$ cat config.mk
export PLATFORM = sky130hd
export DESIGN_NAME = mandelbrot_escape_time_core
export DESIGN_NICKNAME = d
export VERILOG_FILES = /design/src/rtl/mbet_pkg.sv /design/src/rtl/mbet_mul.sv /design/src/rtl/mandelbrot_escape_time_core.sv
export SDC_FILE = /design/constraint.sdc
export NUM_CORES = 2
export LEC_CHECK = 0
export BUFFER_PORTS_ARGS = -buffer_cell sky130_fd_sc_hd__buf_2
export CAP_MARGIN = 10
export CORE_ASPECT_RATIO = 0.6
export CORE_UTILIZATION = 35
export CTS_BUF_LIST = sky130_fd_sc_hd__clkbuf_8
export DETAILED_ROUTE_END_ITERATION = 6
export SETUP_SLACK_MARGIN = 0.02
export SYNTH_ARGS = -nofsm -noshare
export SYNTH_HDL_FRONTEND = slang
export SYNTH_SLANG_ARGS = --single-unit
$ cat constraint.sdc
create_clock -name clock -period 33.4 [get_ports clock]
set_clock_uncertainty 0.2 [all_clocks]
set_input_delay 6.68 -clock clock [delete_from_list [all_inputs] [get_ports clock]]
set_output_delay 6.68 -clock clock [all_outputs]
set_load 0.1 [all_outputs]
$ cat src/rtl/mbet_pkg.sv
// shared types, constants and helpers of the mandelbrot escape-time core
package mbet_pkg;

   localparam int unsigned Q_W       = 32;
   localparam int unsigned FRAC_BITS = 28;
   localparam int unsigned PROD_W    = 2 * Q_W;
   localparam int unsigned SUM_W     = 48;
   localparam int unsigned COORD_W   = 10;
   localparam int unsigned COUNT_W   = 8;
   localparam int unsigned STEP_W    = 31;
   localparam int unsigned CSR_IDX_W = 3;
   // |z|^2 >= 4 in Q8.56 means any bit at or above this position is set
   localparam int unsigned ESC_BIT   = 2 * FRAC_BITS + 2;

   typedef logic signed [Q_W-1:0]    q_type;
   typedef logic signed [PROD_W-1:0] prod_type;
   typedef logic signed [SUM_W-1:0]  sum_type;

   typedef enum logic [CSR_IDX_W-1:0] {
      CSR_RE_CORNER = 3'd0,
      CSR_IM_CORNER = 3'd1,
      CSR_RE_STEP   = 3'd2,
      CSR_IM_STEP   = 3'd3,
      CSR_MAX_ITER  = 3'd4
   } csr_index_type;

   localparam q_type                RE_CORNER_RST = 32'shE000_0000;
   localparam q_type                IM_CORNER_RST = 32'sh1800_0000;
   localparam logic [STEP_W-1:0]    STEP_RST      = 31'd786432;
   localparam logic [COUNT_W-1:0]   MAX_ITER_RST  = 8'd100;

   // clamp a widened sum to the signed Q4.28 range
   function automatic q_type sat_q(input sum_type v);
      q_type r;
      if ((&v[SUM_W-1:Q_W-1]) || !(|v[SUM_W-1:Q_W-1])) begin
         r = v[Q_W-1:0];
      end else if (v[SUM_W-1]) begin
         r = {1'b1, {(Q_W-1){1'b0}}};
      end else begin
         r = {1'b0, {(Q_W-1){1'b1}}};
      end
      return r;
   endfunction

endpackage

$ cat src/rtl/mbet_mul.sv
// shared registered signed 32x32 multiplier of the escape-time core
module mbet_mul (
   input  logic             clock,
   input  mbet_pkg::q_type  op_a,
   input  mbet_pkg::q_type  op_b,
   output mbet_pkg::prod_type prod
);
   import mbet_pkg::*;

   prod_type prod_in;
   prod_type prod_ff;

   assign prod_in = op_a * op_b;

   always_ff @(posedge clock) begin
      prod_ff <= prod_in;
   end

   assign prod = prod_ff;

endmodule

$ cat src/rtl/mandelbrot_escape_time_core.sv
// top level of the mandelbrot escape-time core: sequencer, datapath and registers
//
//   channel   ports                                        handshake
//   --------  -------------------------------------------  ---------------------------
//   request   req_col, req_row                             start high, busy low
//   response  rsp_out_col, rsp_out_row, rsp_iter_count     rsp_valid, one cycle only
//   csr       csr_index, csr_data                          csr_valid and csr_ready
//
// one pixel runs ST_MUL_RE, ST_MUL_IM and ST_ADD_IM to form c, then per iteration ST_SQ_X,
// ST_SQ_Y, ST_MUL_XY (escape test) and ST_UPDATE, and strobes its result in ST_DONE
// busy drops when ST_DONE returns to idle, so the core takes no new pixel until then
// the single shared multiplier sets this order: three products per iteration plus an update
// reset is synchronous and returns the sequencer to idle and csr words to defaults
// the response side cannot stall; csr_ready is always high
module mandelbrot_escape_time_core #(
   parameter int IMAGE_SIZE = 1024
) (
   input  logic                              clock,
   input  logic                              reset,
   input  logic                              start,
   output logic                              busy,
   input  logic [mbet_pkg::COORD_W-1:0]      req_col,
   input  logic [mbet_pkg::COORD_W-1:0]      req_row,
   output logic                              rsp_valid,
   output logic [mbet_pkg::COORD_W-1:0]      rsp_out_col,
   output logic [mbet_pkg::COORD_W-1:0]      rsp_out_row,
   output logic [mbet_pkg::COUNT_W-1:0]      rsp_iter_count,
   input  logic                              csr_valid,
   output logic                              csr_ready,
   input  logic [mbet_pkg::CSR_IDX_W-1:0]    csr_index,
   input  logic [mbet_pkg::Q_W-1:0]          csr_data
);
   import mbet_pkg::*;

   typedef enum logic [8:0] {
      ST_IDLE   = 9'b0_0000_0001,
      ST_MUL_RE = 9'b0_0000_0010,
      ST_MUL_IM = 9'b0_0000_0100,
      ST_ADD_IM = 9'b0_0000_1000,
      ST_SQ_X   = 9'b0_0001_0000,
      ST_SQ_Y   = 9'b0_0010_0000,
      ST_MUL_XY = 9'b0_0100_0000,
      ST_UPDATE = 9'b0_1000_0000,
      ST_DONE   = 9'b1_0000_0000
   } state_type;

   // fold a coordinate into the image by constant shifted subtractions
   function automatic logic [COORD_W-1:0] wrap_coord(input logic [COORD_W-1:0] v);
      logic [COORD_W-1:0] r;
      r = v;
      for (int k = COORD_W - 1; k >= 0; k--) begin
         if ((longint'(IMAGE_SIZE) << k) < (longint'(1) << COORD_W)) begin
            if (longint'(r) >= (longint'(IMAGE_SIZE) << k)) begin
               r = r - COORD_W'(longint'(IMAGE_SIZE) << k);
            end
         end
      end
      return r;
   endfunction

   // control state
   state_type            state_ff, state_in;
   q_type                re_corner_ff, re_corner_in;
   q_type                im_corner_ff, im_corner_in;
   logic [STEP_W-1:0]    re_step_ff, re_step_in;
   logic [STEP_W-1:0]    im_step_ff, im_step_in;
   logic [COUNT_W-1:0]   max_iter_ff, max_iter_in;

   // payload
   logic [COORD_W-1:0]   col_ff, col_in;
   logic [COORD_W-1:0]   row_ff, row_in;
   q_type                c_re_ff, c_re_in;
   q_type                c_im_ff, c_im_in;
   q_type                x_ff, x_in;
   q_type                y_ff, y_in;
   prod_type             xx_ff, xx_in;
   prod_type             diff_ff, diff_in;
   logic [COUNT_W-1:0]   count_ff, count_in;

   // shared multiplier
   q_type                mul_a;
   q_type                mul_b;
   prod_type             prod;
   logic [PROD_W-1:0]    mag;
   logic                 escape;

   mbet_mul u_mul (
      .clock (clock),
      .op_a  (mul_a),
      .op_b  (mul_b),
      .prod  (prod)
   );

   // operand select for the multiplier, result lands in the next cycle
   always_comb begin
      case (state_ff)
         ST_MUL_RE: begin
            mul_a = q_type'({{(Q_W-COORD_W){1'b0}}, col_ff});
            mul_b = q_type'({1'b0, re_step_ff});
         end
         ST_MUL_IM: begin
            mul_a = q_type'({{(Q_W-COORD_W){1'b0}}, row_ff});
            mul_b = q_type'({1'b0, im_step_ff});
         end
         ST_SQ_X: begin
            mul_a = x_ff;
            mul_b = x_ff;
         end
         ST_SQ_Y: begin
            mul_a = y_ff;
            mul_b = y_ff;
         end
         default: begin
            mul_a = x_ff;
            mul_b = y_ff;
         end
      endcase
   end

   // in the cross-product cycle prod holds y*y and xx_ff holds x*x, both non-negative
   assign mag    = unsigned'(xx_ff) + unsigned'(prod);
   assign escape = |mag[PROD_W-1:ESC_BIT];

   // sequencer and datapath next values
   always_comb begin
      state_in     = state_ff;
      re_corner_in = re_corner_ff;
      im_corner_in = im_corner_ff;
      re_step_in   = re_step_ff;
      im_step_in   = im_step_ff;
      max_iter_in  = max_iter_ff;
      col_in       = col_ff;
      row_in       = row_ff;
      c_re_in      = c_re_ff;
      c_im_in      = c_im_ff;
      x_in         = x_ff;
      y_in         = y_ff;
      xx_in        = xx_ff;
      diff_in      = diff_ff;
      count_in     = count_ff;

      // csr words; writing them only while idle is up to the user, the core does not enforce it
      if (csr_valid && csr_ready) begin
         case (csr_index)
            CSR_RE_CORNER: re_corner_in = csr_data;
            CSR_IM_CORNER: im_corner_in = csr_data;
            CSR_RE_STEP:   re_step_in   = csr_data[STEP_W-1:0];
            CSR_IM_STEP:   im_step_in   = csr_data[STEP_W-1:0];
            CSR_MAX_ITER:  max_iter_in  = csr_data[COUNT_W-1:0];
            default: ;
         endcase
      end

      case (state_ff)
         ST_IDLE: begin
            if (start) begin
               col_in   = wrap_coord(req_col);
               row_in   = wrap_coord(req_row);
               x_in     = '0;
               y_in     = '0;
               count_in = '0;
               state_in = ST_MUL_RE;
            end
         end
         ST_MUL_RE: begin
            state_in = ST_MUL_IM;
         end
         ST_MUL_IM: begin
            // prod holds col * re_step
            c_re_in  = sat_q(sum_type'(re_corner_ff) + sum_type'(prod));
            state_in = ST_ADD_IM;
         end
         ST_ADD_IM: begin
            // prod holds row * im_step
            c_im_in = sat_q(sum_type'(im_corner_ff) - sum_type'(prod));
            if (max_iter_ff == '0) begin
               state_in = ST_DONE;
            end else begin
               state_in = ST_SQ_X;
            end
         end
         ST_SQ_X: begin
            state_in = ST_SQ_Y;
         end
         ST_SQ_Y: begin
            xx_in    = prod;
            state_in = ST_MUL_XY;
         end
         ST_MUL_XY: begin
            diff_in = xx_ff - prod;
            if (escape) begin
               state_in = ST_DONE;
            end else begin
               state_in = ST_UPDATE;
            end
         end
         ST_UPDATE: begin
            // prod holds x*y; shifting by one less doubles it
            x_in     = sat_q(sum_type'(diff_ff >>> FRAC_BITS) + sum_type'(c_re_ff));
            y_in     = sat_q(sum_type'(prod >>> (FRAC_BITS - 1)) + sum_type'(c_im_ff));
            count_in = count_ff + 1'b1;
            if ((count_ff + 1'b1) >= max_iter_ff) begin
               state_in = ST_DONE;
            end else begin
               state_in = ST_SQ_X;
            end
         end
         ST_DONE: begin
            state_in = ST_IDLE;
         end
         default: begin
            state_in = ST_IDLE;
         end
      endcase
   end

   // control registers
   always_ff @(posedge clock) begin
      if (reset) begin
         state_ff     <= ST_IDLE;
         re_corner_ff <= RE_CORNER_RST;
         im_corner_ff <= IM_CORNER_RST;
         re_step_ff   <= STEP_RST;
         im_step_ff   <= STEP_RST;
         max_iter_ff  <= MAX_ITER_RST;
      end else begin
         state_ff     <= state_in;
         re_corner_ff <= re_corner_in;
         im_corner_ff <= im_corner_in;
         re_step_ff   <= re_step_in;
         im_step_ff   <= im_step_in;
         max_iter_ff  <= max_iter_in;
      end
   end

   // datapath registers, no reset needed
   always_ff @(posedge clock) begin
      col_ff   <= col_in;
      row_ff   <= row_in;
      c_re_ff  <= c_re_in;
      c_im_ff  <= c_im_in;
      x_ff     <= x_in;
      y_ff     <= y_in;
      xx_ff    <= xx_in;
      diff_ff  <= diff_in;
      count_ff <= count_in;
   end

   // outputs straight from registers
   assign busy           = (state_ff != ST_IDLE);
   assign rsp_valid      = (state_ff == ST_DONE);
   assign rsp_out_col    = col_ff;
   assign rsp_out_row    = row_ff;
   assign rsp_iter_count = count_ff;
   assign csr_ready      = 1'b1;

endmodule

==> metrics.md <==
| Metric | Value |
|---|---|
| Synth warn | `0` |
| Chip Width | `559 um` |
| Final Hold Vio Count | `0` |
| Syn Inst Count | `7226` |
| Arrival time worst endpoint | `13140 ps` |
| RSZ-0062 raised after global routing | `no` |
| Final setup TNS | `0 ps` |
| Top-count cell post-synth | `inv_1` |
| Clk slew on worst S/H paths | `70 ps` |
| Slew Viols, Final | `0` |
| Largest area contributor in the netlist | `fa_1` |
| Clock Tree Buf Depth | `3` |
| Hold Buf Count CTS | `0` |
| Port bufs | `88` |
| Antenna viol nets, final | `0` |
| TritonRoute pass-1 iters | `7` |
| Final Setup Violations | `0` |
| Period utilisation layout | `0.380` |
| CTS resizes | `0` |
| Area contributors post-synth | `fa_1 (33%), edfxtp_1 (12%), ha_1 (9.3%), inv_1 (6.4%), dfxtp_1 (6.4%)` |
| Async set-reset flop share out of synthesis | `0` |
| Num ports | `90` |
| Register area share after synthesis | `0.182` |
| EDFF count, synth | `256` |
| Highest clock rate | `78.8 MHz` |
| Pin count of the biggest net entering global routing | `73` |
| Outcome | `finished, violations left` |
| GP Congestion | `1.02` |
| Wire length per cell | `24.9 um` |
| Flop2flop setup slack | `20710 ps` |
| Vias | `53300` |
| GRT Overall Usage | `0.258` |
| Syn nets | `8855` |
| CP required | `33850 ps` |
| Hold Path Class | `register to register` |
| Site Rows | `122` |
| Violated checks | `DRC` |
| Final wirelength | `241 mm` |
| Critical path launch point | `state_ff[2]` |
| Fillcell total | `18600` |
| #FFs+latches synth | `463` |
| GRT Residual Overflow | `0` |
| Worst-Skew Late Latency | `770 ps` |
| Post-CTS Setup Inserts | `0` |
| Die Ht | `336 um` |
| Top cell type's share of synthesized area | `0.334` |
| Final core occ | `0.379` |
| Synthesized area | `65100 um2` |
| R2R Path Start | `state_ff[2]` |
| Startpoint types | `register` |
| CTS tree | `built` |
| Worst Min Path Start | `re_step_ff[12]` |
| Vias per Instance | `5.49` |
| Slowest-stage cell, CP | `a41oi_1` |
| Avg Cell Area, Syn | `9.01 um2` |
| Core Area | `185000 um2` |
| Multi-input logic area | `48100 um2` |
| Post-synth top cells | `inv_1 (1106), fa_1 (1086), nand2_1 (979)` |
| Min Tclk post-route | `12690 ps` |
| CP endpoint kind | `register` |
| Synth Flop Type | `edfxtp_1` |
| Register area | `11800 um2` |
| Setup CP Type | `register to register` |
| Die area | `188000 um2` |
| Most common cell on crit path | `fa_1` |
| Maxcap violations | `0` |
| Clock buffer count from CTS | `70` |
| Layout cell share with drive strength beyond 1 | `0.0528` |
| Layout Cell Area excl Fill | `70000 um2` |
| Root Driver | `clkbuf_8` |
| Detailed Route Iter0 Violations | `6233` |
| Synth unique cells | `91` |
| Net count reported at finish | `8800` |
| Crit-path max FO | `60` |
| Initial Utilization | `0.353` |
| CP peak stage delay | `860 ps` |
| H-tree depth | `3` |
| Placed wire-length estimate | `197 mm` |
| Initial antenna violation count | `15` |
| Number of global-route vias before repair | `52200` |
| CTS sink cnt | `463` |
| First-pass GRT wire length | `354 mm` |
| Worst-margin pin slew | `1320 ps` |
| Drt drc | `4` |
| Syn-to-layout area delta | `7.54%` |
| Max_slew headroom | `0.120` |
| Placed inst area | `68500 um2` |
==> routing by layer <==
metal / track usage / wire length [um] / vias to the layer above
met3: 0.112 / 36400 / 245
met1: 0.395 / 111000 / 26900
met5: 0 / 42 / -
li1: - / - / 23200
met4: 0.0509 / 4710 / 4
met2: 0.326 / 88800 / 3003
==> worst paths after layout <==
path                    end  cells after the start
min          re_step_ff[12]                      2
max reg2reg  u_mul.prod[62]                     32
min reg2reg  re_step_ff[12]                      2
max          u_mul.prod[62]                     32
==> layout make-up <==
type	count	share of cell area
antenna	6	0.000214
clock buffer	81	0.0159
clock inverter	49	0.00541
inverter	1107	0.0593
multi-input combinational	5327	0.687
sequential	463	0.169
tap	2480	0.0443
timing repair buffer	202	0.0185
==> logic make-up after synthesis <==
| logic type | share of synthesized area |
|---|---|
| adders and majority gates | 0.427 |
| muxes | 0.000327 |
| AOI/OAI and AO/OA | 0.126 |
| DFF | 0.182 |
| buffers and inverters | 0.0833 |
| other | 0.0000576 |
| xor gates and xnor gates | 0.0348 |
| and+or+nand+nor | 0.147 |
==> sequential cells by signal, indices dropped and copies added (netlist names) <==
name and cells:
re_corner_ff 32, c_re_ff 32, c_im_ff 32, im_corner_ff 32, u_mul.prod 64, xx_ff 64, rsp_out_col 10, im_step_ff 31
state_ff 9, re_step_ff 31, rsp_out_row 10, diff_ff 36, x_ff 32, rsp_iter_count 8, y_ff 32, max_iter_ff 8
==> metrics by stage <==
stage | setup slack (ps) | instances | hold slack [ps]
final | 20710 | 9715 | 257
after global routing | 20120 | 9710 | 279
after CTS | 20880 | 9708 | 257
after detailed placement | 20990 | 9578 | 248
after global placement | 21160 | 9578 | 244
after floorplan | 21530 | 7226 | 236
==> cells in the final DEF (no fill, tap or decap), types with 55 or more instances in the layout <==
master / Yosys / final
a21o_1: 199 / 199
clkbuf_8: 0 / 81
o21bai_1: 57 / 57
nand2b_1: 59 / 59
buf_4: 1 / 114
dfxtp_1: 207 / 207
fa_1: 1086 / 1086
inv_1: 1106 / 1129
xnor2_1: 157 / 157
nor3_1: 62 / 60
o21a_1: 55 / 55
buf_2: 6 / 88
xor2_1: 100 / 100
nand3_1: 81 / 78
o21ai_0: 214 / 214
nand2_1: 979 / 977
edfxtp_1: 256 / 256
nor2_1: 723 / 722
a21oi_1: 429 / 429
ha_1: 484 / 484
nand4_1: 57 / 57
==> worst max-delay path, delay by kind of cell, from the launching register on <==
kind	cells	cell delay, ps
adders and majority gates	9	4380
and+or+nand+nor	9	3330
AOI/OAI and AO/OA	8	2850
buffers and inverters	5	1270
DFF	1	350
xor gates and xnor gates	1	130
Power is not shown: default switching activity piles up to over one toggle a cycle in this logic, so the estimate is an artifact.
